[src/design/dq_pkg.sv]
`timescale 1ns / 1ps
// Shared types, sizes and helpers for the double-ended queue.
// Used by dq_ctrl and double_ended_queue_core; no dependencies.
package dq_pkg;

    localparam int DEPTH      = 16;
    localparam int DATA_WIDTH = 32;
    localparam int IDX_W      = $clog2(DEPTH);
    localparam int CNT_W      = $clog2(DEPTH + 1);
    localparam int CMD_W      = 2;
    localparam int TDATA_IN_W = ((DATA_WIDTH + 7) / 8) * 8;
    localparam int RES_W      = 3 * DATA_WIDTH + CNT_W + 3;
    localparam int TDATA_OUT_W = ((RES_W + 7) / 8) * 8;

    localparam logic [CMD_W-1:0] CMD_PUSH_FRONT = 2'd0;
    localparam logic [CMD_W-1:0] CMD_PUSH_BACK  = 2'd1;
    localparam logic [CMD_W-1:0] CMD_POP_FRONT  = 2'd2;
    localparam logic [CMD_W-1:0] CMD_POP_BACK   = 2'd3;

    typedef logic signed [DATA_WIDTH-1:0] t_data;
    typedef logic [IDX_W-1:0]             t_idx;
    typedef logic [CNT_W-1:0]             t_cnt;
    typedef logic [CNT_W:0]               t_sum;

    typedef struct packed {
        logic  overflow;
        logic  underflow;
        logic  is_empty;
        t_cnt  element_count;
        t_data rear_value;
        t_data front_value;
        t_data popped_value;
    } t_result;

    // base + ofs modulo DEPTH, valid while base < DEPTH and ofs < DEPTH
    function automatic t_idx wrap_add(input t_idx base, input t_cnt ofs);
        t_sum s;
        s = t_sum'(base) + t_sum'(ofs);
        if (s >= t_sum'(DEPTH)) begin
            s = s - t_sum'(DEPTH);
        end
        return s[IDX_W-1:0];
    endfunction

    function automatic t_idx wrap_inc(input t_idx i);
        return (i == t_idx'(DEPTH - 1)) ? '0 : i + t_idx'(1);
    endfunction

    function automatic t_idx wrap_dec(input t_idx i);
        return (i == '0) ? t_idx'(DEPTH - 1) : i - t_idx'(1);
    endfunction

endpackage

[src/design/dq_ram.sv]
`timescale 1ns / 1ps
// Generic single-write, single-read synchronous RAM with registered read data.
// No dependencies.
module dq_ram #(
    parameter int DEPTH_P = 16,
    parameter int WIDTH_P = 32,
    parameter int AW_P    = $clog2(DEPTH_P)
) (
    input  logic               i_clk,
    input  logic               i_wr_en,
    input  logic [AW_P-1:0]    i_wr_addr,
    input  logic [WIDTH_P-1:0] i_wr_data,
    input  logic [AW_P-1:0]    i_rd_addr,
    output logic [WIDTH_P-1:0] o_rd_data
);

    logic [WIDTH_P-1:0] r_mem [DEPTH_P];
    logic [WIDTH_P-1:0] r_rd_data;

    always_ff @(posedge i_clk) begin
        if (i_wr_en) begin
            r_mem[i_wr_addr] <= i_wr_data;
        end
        r_rd_data <= r_mem[i_rd_addr];
    end

    assign o_rd_data = r_rd_data;

endmodule

[src/design/dq_ctrl.sv]
`timescale 1ns / 1ps
// Queue control: head index, count, cached front/rear values and the slot RAM.
// Depends on dq_pkg and dq_ram.
module dq_ctrl
    import dq_pkg::*;
(
    input  logic             i_clk,
    input  logic             i_rst_n,
    input  logic             i_accept,
    input  logic [CMD_W-1:0] i_command,
    input  t_data            i_push_value,
    output logic             o_busy,
    output logic             o_res_valid,
    output t_result          o_res
);

    localparam logic ST_IDLE  = 1'b0;
    localparam logic ST_FETCH = 1'b1;

    logic  r_state, n_state;
    t_idx  r_head, n_head;
    t_cnt  r_count, n_count;
    t_data r_front, n_front;
    t_data r_rear, n_rear;
    logic  r_fetch_front, n_fetch_front;
    t_data r_pop_val;

    logic  mem_wr_en;
    t_idx  mem_wr_addr;
    t_idx  mem_rd_addr;
    t_data mem_rd_data;

    t_data popped;
    logic  under;
    logic  over;
    logic  full;
    logic  empty;

    assign full  = (r_count == t_cnt'(DEPTH));
    assign empty = (r_count == '0);

    always_comb begin
        n_state       = r_state;
        n_head        = r_head;
        n_count       = r_count;
        n_front       = r_front;
        n_rear        = r_rear;
        n_fetch_front = r_fetch_front;
        mem_wr_en     = 1'b0;
        mem_wr_addr   = r_head;
        mem_rd_addr   = r_head;
        popped        = '0;
        under         = 1'b0;
        over          = 1'b0;
        o_res_valid   = 1'b0;

        if (r_state == ST_FETCH) begin
            // refill the cached end from the RAM read issued last cycle
            o_res_valid = 1'b1;
            n_state     = ST_IDLE;
            popped      = r_pop_val;
            if (r_fetch_front) begin
                n_front = mem_rd_data;
            end else begin
                n_rear = mem_rd_data;
            end
        end else if (i_accept) begin
            unique case (i_command)
                CMD_PUSH_FRONT: begin
                    o_res_valid = 1'b1;
                    if (full) begin
                        over = 1'b1;
                    end else begin
                        n_head      = wrap_dec(r_head);
                        mem_wr_en   = 1'b1;
                        mem_wr_addr = wrap_dec(r_head);
                        n_front     = i_push_value;
                        if (empty) begin
                            n_rear = i_push_value;
                        end
                        n_count = r_count + t_cnt'(1);
                    end
                end
                CMD_PUSH_BACK: begin
                    o_res_valid = 1'b1;
                    if (full) begin
                        over = 1'b1;
                    end else begin
                        mem_wr_en   = 1'b1;
                        mem_wr_addr = wrap_add(r_head, r_count);
                        n_rear      = i_push_value;
                        if (empty) begin
                            n_front = i_push_value;
                        end
                        n_count = r_count + t_cnt'(1);
                    end
                end
                CMD_POP_FRONT: begin
                    if (empty) begin
                        o_res_valid = 1'b1;
                        under       = 1'b1;
                    end else begin
                        popped  = r_front;
                        n_head  = wrap_inc(r_head);
                        n_count = r_count - t_cnt'(1);
                        if (r_count == t_cnt'(2)) begin
                            o_res_valid = 1'b1;
                            n_front     = r_rear;
                        end else if (r_count == t_cnt'(1)) begin
                            o_res_valid = 1'b1;
                        end else begin
                            mem_rd_addr   = wrap_inc(r_head);
                            n_fetch_front = 1'b1;
                            n_state       = ST_FETCH;
                        end
                    end
                end
                CMD_POP_BACK: begin
                    if (empty) begin
                        o_res_valid = 1'b1;
                        under       = 1'b1;
                    end else begin
                        popped  = r_rear;
                        n_count = r_count - t_cnt'(1);
                        if (r_count == t_cnt'(2)) begin
                            o_res_valid = 1'b1;
                            n_rear      = r_front;
                        end else if (r_count == t_cnt'(1)) begin
                            o_res_valid = 1'b1;
                        end else begin
                            // new rear sits at head + (count - 2)
                            mem_rd_addr   = wrap_add(r_head, r_count - t_cnt'(2));
                            n_fetch_front = 1'b0;
                            n_state       = ST_FETCH;
                        end
                    end
                end
            endcase
        end
    end

    always_comb begin
        o_res.popped_value  = popped;
        o_res.element_count = n_count;
        o_res.is_empty      = (n_count == '0);
        o_res.front_value   = (n_count == '0) ? '1 : n_front;
        o_res.rear_value    = (n_count == '0) ? '1 : n_rear;
        o_res.underflow     = under;
        o_res.overflow      = over;
    end

    assign o_busy = (r_state == ST_FETCH);

    always_ff @(posedge i_clk) begin
        if (!i_rst_n) begin
            r_state <= ST_IDLE;
            r_head  <= '0;
            r_count <= '0;
        end else begin
            r_state <= n_state;
            r_head  <= n_head;
            r_count <= n_count;
        end
    end

    always_ff @(posedge i_clk) begin
        r_front       <= n_front;
        r_rear        <= n_rear;
        r_fetch_front <= n_fetch_front;
        if (i_accept) begin
            r_pop_val <= popped;
        end
    end

    dq_ram #(
        .DEPTH_P (DEPTH),
        .WIDTH_P (DATA_WIDTH)
    ) u_ram (
        .i_clk     (i_clk),
        .i_wr_en   (mem_wr_en),
        .i_wr_addr (mem_wr_addr),
        .i_wr_data (i_push_value),
        .i_rd_addr (mem_rd_addr),
        .o_rd_data (mem_rd_data)
    );

endmodule

[src/design/double_ended_queue_core.sv]
`timescale 1ns / 1ps
// Double-ended queue: a DEPTH-entry ring buffer in one synchronous RAM, with
// the front and rear elements cached in registers so that every command
// reports both ends at once. Pushes (dropped or not), pops on an empty queue
// and pops that leave at most one element give their result directly; a pop
// that leaves two or more goes through a fetch state that reads the new end
// element from the RAM (one read port, registered read data). Each item gets
// one result item, held in an output register; the input stalls while that
// register holds a result that has not been taken, unless it leaves in the
// same cycle, and while a pop waits for its RAM read. A push to a full queue
// is dropped and flagged as overflow; a pop on an empty queue returns 0 and
// flags underflow. Front and rear read as all ones when empty.
// Depends on dq_pkg and dq_ctrl.
module double_ended_queue_core
    import dq_pkg::*;
(
    input  logic                   i_clk,
    input  logic                   i_rst_n,
    input  logic                   i_s_axis_tvalid,
    output logic                   o_s_axis_tready,
    input  logic [TDATA_IN_W-1:0]  i_s_axis_tdata,  // push_value
    input  logic [CMD_W-1:0]       i_s_axis_tuser,  // command
    output logic                   o_m_axis_tvalid,
    input  logic                   i_m_axis_tready,
    // popped_value, front_value, rear_value, element_count, is_empty,
    // underflow, overflow
    output logic [TDATA_OUT_W-1:0] o_m_axis_tdata
);

    logic    accept;
    logic    busy;
    logic    res_valid;
    t_result res;
    logic    r_out_valid;
    t_result r_out;

    assign o_s_axis_tready = !busy && (!r_out_valid || i_m_axis_tready);
    assign accept          = i_s_axis_tvalid && o_s_axis_tready;

    dq_ctrl u_ctrl (
        .i_clk        (i_clk),
        .i_rst_n      (i_rst_n),
        .i_accept     (accept),
        .i_command    (i_s_axis_tuser),
        .i_push_value (t_data'(i_s_axis_tdata[DATA_WIDTH-1:0])),
        .o_busy       (busy),
        .o_res_valid  (res_valid),
        .o_res        (res)
    );

    always_ff @(posedge i_clk) begin
        if (!i_rst_n) begin
            r_out_valid <= 1'b0;
        end else if (res_valid) begin
            r_out_valid <= 1'b1;
        end else if (i_m_axis_tready) begin
            r_out_valid <= 1'b0;
        end
    end

    always_ff @(posedge i_clk) begin
        if (res_valid) begin
            r_out <= res;
        end
    end

    assign o_m_axis_tvalid = r_out_valid;
    assign o_m_axis_tdata  = TDATA_OUT_W'(r_out);

endmodule
[config.mk]
export PLATFORM = sky130hd
export DESIGN_NAME = double_ended_queue_core
export DESIGN_NICKNAME = d
export VERILOG_FILES = /design/src/design/dq_pkg.sv /design/src/design/dq_ram.sv /design/src/design/dq_ctrl.sv /design/src/design/double_ended_queue_core.sv
export SDC_FILE = /design/constraint.sdc
export NUM_CORES = 1
export LEC_CHECK = 0
export BUFFER_PORTS_ARGS = -buffer_cell sky130_fd_sc_hd__buf_2
export CAP_MARGIN = 20
export CORE_MARGIN = 3
export CORE_UTILIZATION = 55
export CTS_CLUSTER_SIZE = 20
export DETAILED_ROUTE_END_ITERATION = 16
export GPL_ROUTABILITY_DRIVEN = 0
export GPL_TIMING_DRIVEN = 0
export HOLD_SLACK_MARGIN = 0.02
export PLACE_DENSITY = 0.76
export SLEW_MARGIN = 20
export SYNTH_ARGS = -nofsm -noshare
export SYNTH_HDL_FRONTEND = slang
export SYNTH_SLANG_ARGS = --single-unit
[constraint.sdc]
create_clock -name i_clk -period 5.5 [get_ports i_clk]
set_input_delay 0.825 -clock i_clk [delete_from_list [all_inputs] [get_ports i_clk]]
set_output_delay 0.825 -clock i_clk [all_outputs]
set_load 0.1 [all_outputs]
[After elaboration in Yosys (flattened, before gate mapping)]
Memories as Yosys holds them, arrays and structs flattened. A register that Yosys moved wholly into a read port is not among the register bits.
Index checks and enable logic that the tools add are counted.
Storage, ports and cells
  bits in registers: 212
  RAM bits: 512
  input port bits: 38
  output and inout bits: 106
  word-level logic and storage cells: 136
  memories kept: 1
Cells by class
  add/subtract/negate cells: 9
  order comparisons: 2
  equal/unequal tests: 13
  mux-type cells: 72
  bitwise gates (word level): 5
  reduce and logical (&&, ||, !) cells: 19
Memories
  u_ctrl.u_ram.r_mem: words 16, bits a word 32, rd ports 1, clocked after Yosys merged registers in 1, write ports 1, RTL line dq_ram.sv:17  | logic [WIDTH_P-1:0] r_mem [DEPTH_P];
Operator list (number)
  $mux 32: 20
  $pmux 32 s3: 2
  $mux 4: 17
  $pmux 32 s2: 1
  $pmux 4 s2: 3
  $mux 1: 22
  $mux 5: 4
  $add 4x5->6: 2
  $ge 6x5->1 const B: 2
  $ne 2x2->1 const B: 6
  $sub 4x1->4 const B: 3
  $logic_not 5->1: 2
  $pmux 5 s2: 1
  $reduce_and 9->1: 1
  $reduce_bool 2->1: 3
  $reduce_or 3->1: 2
  $reduce_or 6->1: 1
  $add 5x1->5 const B: 1
  $eq 5x1->1 const B: 1
  $eq 5x2->1 const B: 1
  $eq 5x5->1 const B: 1
  $not 1->1: 5
  $sub 5x1->5 const B: 1
  $sub 5x2->5 const B: 1
  12 further kinds: 17

[Depth between registers and ports, before layout]
  depth in word-level cells: 10
  gate-level depth with buffers: 13
  mapped depth without buffers: 10

[Cells and area by module]
Synthesis repeated with hierarchy kept, for this count alone.
Second synthesis, totals
  cells, all modules: 2130
  area, all modules: 32218.4 µm²
Modules (own cells, without submodules)
  dq_ram: times used 1, cells each 838, area an instance 19835.3 µm², sequential area each 16015.4 µm²
  dq_ctrl: times used 1, cells each 1183, area an instance 9202.6 µm², sequential area each 2472.4 µm²
  double_ended_queue_core: times used 1, cells each 109, area an instance 3180.6 µm², sequential area each 3143.0 µm²

[Worst setup path after synthesis]
No wires, ideal clock.
  path type: input port to flip-flop
  from: input i_s_axis_tuser[1]
  to: memory u_ctrl.u_ram.r_mem[10][0], enable pin
  setup time: 0.468 ns
  data arrival time: 4.828 ns
  data required time: 5.032 ns
  path slack: 0.204 ns
  stages on the path: 7
  buffers on the path: 3
  cell sequence: clkbuf_1 > clkbuf_1 > nor3_1 > nand2_1 > o22ai_1 > clkbuf_1 > nor3b_1
Between the ends
  longest elaborated chain between the ends: 7
  elaborated cells between the ends (all ways): 11
  classes of those cells: 1 x eq/ne; 8 x mux; 2 x reduce/logical
Ends and longest elaborated chain
  start, declared: RTL line double_ended_queue_core.sv:22  | input logic [CMD_W-1:0] i_s_axis_tuser,
  $eq 2x1->1 or $logic_not 2->1 (tied branches): RTL line dq_ctrl.sv:68  | unique case (i_command)
  $reduce_or 2->1 (no line)
  $mux 1
  $mux 1: RTL line dq_ctrl.sv:67  | end else if (i_accept) begin
  $mux 1: RTL line dq_ctrl.sv:57  | if (r_state == ST_FETCH) begin
  $mux 1: RTL line dq_ram.sv:21  | if (i_wr_en) begin
  $mux 1 (not written as such): RTL line dq_ram.sv:22  | r_mem[i_wr_addr] <= i_wr_data;
  end, declared: RTL line dq_ram.sv:17
Parallel ways exist; a longest one is shown, timed or not.

[Worst setup path after layout]
  from: input i_s_axis_tuser[1]
  to: memory u_ctrl.u_ram.r_mem[8][12], enable pin
The elaborated chain is that of the path after synthesis.

==> flow_results.xml <==
<?xml version="1.0" encoding="UTF-8"?>
<metrics>
  <group name="layout">
    <metric name="fin_cells" unit="">3294</metric>
    <metric name="finish.instance_area" unit="sq mm">0.0367</metric>
    <metric name="finish.utilization" unit="%">64.4</metric>
    <metric name="diodes_inserted" unit="">0</metric>
    <metric name="most-common-layout-cells" unit="">edfxtp_1 (649), mux2i_1 (387), buf_2 (194)</metric>
    <metric name="drive_gt1_share" unit="%">19.9</metric>
    <metric name="final_common_cell" unit="">edfxtp_1</metric>
    <metric name="fillcell_total" unit="">4059</metric>
    <metric name="final_net_count" unit="">2537</metric>
    <metric name="syn_to_final_growth" unit="%">14.6</metric>
  </group>
  <group name="synthesis">
    <metric name="post_synth_and_or_nand_nor_area_fraction" unit="%">4.93</metric>
    <metric name="synth_area" unit="sq mm">0.0321</metric>
    <metric name="synth.mux.area_fraction" unit="%">15.5</metric>
    <metric name="yosysSeqAreaShare" unit="%">67.5</metric>
    <metric name="synth_async_sr_flop_share" unit="%">0</metric>
    <metric name="synthesis.nets" unit="">2261</metric>
    <metric name="synth_cells" unit="">2206</metric>
    <metric name="synth.yosys.warnings" unit="">0</metric>
    <metric name="synthFlopType" unit="">edfxtp_1</metric>
    <metric name="post_synth_num_cell_types" unit="">60</metric>
    <metric name="largest_family_of_logic_cells_by_synthesized_area" unit="">multiplexers</metric>
    <metric name="ys_ff_latch" unit="">756</metric>
    <metric name="synthesis.area_per_instance" unit="sq um">14.5</metric>
    <metric name="synth_xor_xnor_area_share" unit="%">0.219</metric>
    <metric name="synth_compound_area_share" unit="%">8.97</metric>
    <metric name="fraction_of_the_mapped_netlist_area_in_adder_cells" unit="%">0.710</metric>
    <metric name="synth_edf_count" unit="">649</metric>
  </group>
  <group name="cts">
    <metric name="cts_buffer_depth" unit="">3</metric>
    <metric name="root_buffer" unit="">clkbuf_16</metric>
    <metric name="postCtsSetupBuffers" unit="">0</metric>
    <metric name="clock_sink_count" unit="">756</metric>
    <metric name="number_of_resized_instances_in_the_post_cts_repair_step" unit="">0</metric>
    <metric name="h-tree-depth" unit="">3</metric>
    <metric name="clkTransAtPathRegs" unit="ps">60</metric>
    <metric name="tritoncts.num_buffers" unit="">74</metric>
    <metric name="clock_latency" unit="ps">610</metric>
    <metric name="post_cts_hold_buffer_count" unit="">0</metric>
    <metric name="tritoncts" unit="">built</metric>
  </group>
  <group name="sta">
    <metric name="fin_worst_skew" unit="ps">21.5</metric>
    <metric name="tightestPinTransition" unit="ps">938</metric>
    <metric name="final_hold_fails" unit="">0</metric>
    <metric name="timing.slew.headroom" unit="%">36.9</metric>
    <metric name="endpoints_failing_setup" unit="">0</metric>
    <metric name="final-max-slew-violation-count" unit="">0</metric>
    <metric name="period_minus_slack" unit="ps">4440</metric>
    <metric name="setup_total_negative_slack" unit="ps">0</metric>
    <metric name="grt_setup_unrepaired" unit="">no</metric>
    <metric name="post-route-period-util" unit="%">80.7</metric>
    <metric name="fmax" unit="MHz">225</metric>
  </group>
  <group name="power">
    <metric name="worst_ir_drop_vdd" unit="mV">0.546</metric>
    <metric name="seq_power_share" unit="%">41.7</metric>
    <metric name="leakage_power" unit="uW">0.0145</metric>
    <metric name="power.share.switching" unit="%">36.8</metric>
    <metric name="power_frac_clock" unit="%">27.2</metric>
    <metric name="internal_power_component" unit="uW">11600</metric>
    <metric name="combPwrFrac" unit="%">31.1</metric>
    <metric name="switchingPower" unit="uW">6770</metric>
    <metric name="powerDensity" unit="mW/mm^2">502</metric>
  </group>
  <group name="die">
    <metric name="io_pins" unit="">144</metric>
    <metric name="number_of_rows_created_at_floorplan" unit="">87</metric>
    <metric name="dieHeight" unit="microns">247</metric>
    <metric name="initial_core_util" unit="%">56.2</metric>
    <metric name="die_w" unit="microns">247</metric>
    <metric name="placeableCoreArea" unit="sq mm">0.0570</metric>
    <metric name="fp.dieArea" unit="sq mm">0.0612</metric>
  </group>
  <group name="critical_path">
    <metric name="worstPathArrival" unit="ps">4740</metric>
    <metric name="path_class" unit="">in -&gt; reg</metric>
    <metric name="critical_path_peak_fanout" unit="">10</metric>
    <metric name="setup.worst_path.start_class" unit="">primary input</metric>
    <metric name="timing.critical_path.required" unit="ps">5800</metric>
    <metric name="critical_path.endpoint_type" unit="">register</metric>
  </group>
  <group name="placed_design">
    <metric name="numPlacedInstances" unit="">3162</metric>
    <metric name="port_buffers" unit="">143</metric>
    <metric name="dpl.hpwl" unit="microns">58000</metric>
    <metric name="detailed_place.area" unit="sq mm">0.0343</metric>
  </group>
  <group name="grt">
    <metric name="first_global_vias" unit="">20800</metric>
    <metric name="number_of_antenna_violations_at_the_first_check_in_global_routing" unit="">5</metric>
    <metric name="global_route.usage.total" unit="%">27.0</metric>
    <metric name="first_pass_grt_wire_length" unit="microns">125000</metric>
    <metric name="largest_net_degree_at_the_start_of_global_routing" unit="">67</metric>
    <metric name="grt_overflow" unit="">0</metric>
  </group>
  <group name="route">
    <metric name="post_route_wl" unit="microns">82900</metric>
    <metric name="drc_viols" unit="">0</metric>
    <metric name="wire_per_inst" unit="microns">25.2</metric>
    <metric name="drt_iter0_drc" unit="">2550</metric>
    <metric name="remaining_antenna_violation_count" unit="">0</metric>
    <metric name="vias_per_cell" unit="">6.26</metric>
    <metric name="dr.pass1.iters" unit="">6</metric>
    <metric name="via_count" unit="">20600</metric>
  </group>
  <group name="outcome">
    <metric name="status" unit="">completed</metric>
  </group>
  <group name="hold_path">
    <metric name="min_path_type" unit="">in -&gt; reg</metric>
  </group>
  <group name="flow_run">
    <metric name="max_cap_violations" unit="">0</metric>
  </group>
</metrics>
## synth_stat cells (14+ instances only)
cell type,n,area (sq um)
nor3_1,16,80.1
dfxtp_1,107,2140
edfxtp_1,649,19500
o2bb2ai_1,32,280
ha_1,15,188
a22oi_1,66,495
mux2i_1,387,3870
o21ai_0,102,510
clkbuf_1,83,312
or2_1,14,87.6
buf_2,51,255
a21oi_1,112,561
a221oi_1,32,280
mux2_2,68,766
nor2_1,114,428
nand2_1,85,319
or2_2,51,319
o221ai_1,32,280
inv_1,17,63.8
mux2_1,28,315
buf_1,16,60.1
o22ai_1,34,213
## path summary, 6_finish.rpt
kind | to | from | depth (start not counted) | slack [ps]
max | u_ctrl.u_ram.r_mem[8][12]$_DFFE_PP_ | i_s_axis_tuser[1] | 11 | 1060
min | o_m_axis_tvalid$_SDFFE_PN0P_ | i_s_axis_tvalid | 3 | 500
max reg2reg | u_ctrl.u_ram.r_mem[2][9]$_DFFE_PP_ | u_ctrl.r_count[1]$_SDFF_PN0_ | 12 | 1120
min reg2reg | u_ctrl.r_pop_val[30]$_DFFE_PP_ | u_ctrl.r_pop_val[30]$_DFFE_PP_ | 2 | 580
## metrics by stage
step,setup slack [ps],power (uW),hold WS (ps)
floorplan,204,11900,527
detailed placement,601,13400,561
global route,813,19100,511
global placement,-2690,13200,545
finish,1060,18400,501
CTS,1200,18400,472
## worst max-delay path, stage by stage
cell and delay (ps):
buf_2 150, clkbuf_1 230, clkbuf_1 400, nor3_1 770, nand2_1 230, o22ai_1 440
clkbuf_1 510, nor3b_2 490, buf_4 270, buf_4 200, buf_4 210
## kinds of logic after synthesis
family | count (synthesis)
adders and majority gates | 17
xor gates and xnor gates | 8
DFF | 756
buffers and inverters | 171
AOI/OAI and AO/OA | 439
muxes | 483
and+or+nand+nor | 332
## power groups by stage
| stage | sequential, uW | clock (uW) | combinational [uW] |
|---|---|---|---|
| finish | 7680 | 5020 | 5730 |
| global route | 7750 | 5300 | 6010 |
| CTS | 7650 | 5070 | 5670 |
| detailed placement | 7760 | 0 | 5630 |
| global placement | 7740 | 0 | 5480 |
| floorplan | 9470 | 0 | 2480 |
## per-layer routing
layer	share of wire [%]	wire length (microns)	global-route usage, %	vias to the layer above
met5	0.016	13	0	-
met4	3.9	3200	11.2	2
met3	8.7	7190	4.32	228
met2	48	39900	44.8	1166
met1	39	32600	35.8	10200
li1	-	-	-	9063
## registers in the layout, indices dropped and copies added, names as in the netlist
| signal | flops |
|---|---|
| u_ctrl.u_ram.r_mem | 512 |
| u_ctrl.r_fetch_front | 1 |
| u_ctrl.r_rear | 32 |
| u_ctrl.r_head | 4 |
| u_ctrl.r_front | 32 |
| u_ctrl.o_busy | 1 |
| o_m_axis_tdata | 104 |
| o_m_axis_tvalid | 1 |
| u_ctrl.r_count | 5 |
| u_ctrl.u_ram.o_rd_data | 32 |
| u_ctrl.r_pop_val | 32 |
## cell type report
type / instances / area [sq um] / area share (%)
Multi-Input combinational cell: 1279 / 9790 / 26.6
Buffer: 153 / 651 / 1.77
Inverter: 18 / 67.6 / 0.184
Sequential cell: 756 / 21600 / 58.9
Clock inverter: 39 / 363 / 0.988
Timing Repair Buffer: 200 / 1240 / 3.37
Clock buffer: 93 / 2050 / 5.58
Tap cell: 756 / 946 / 2.58
(Power assumes the default switching activity.)
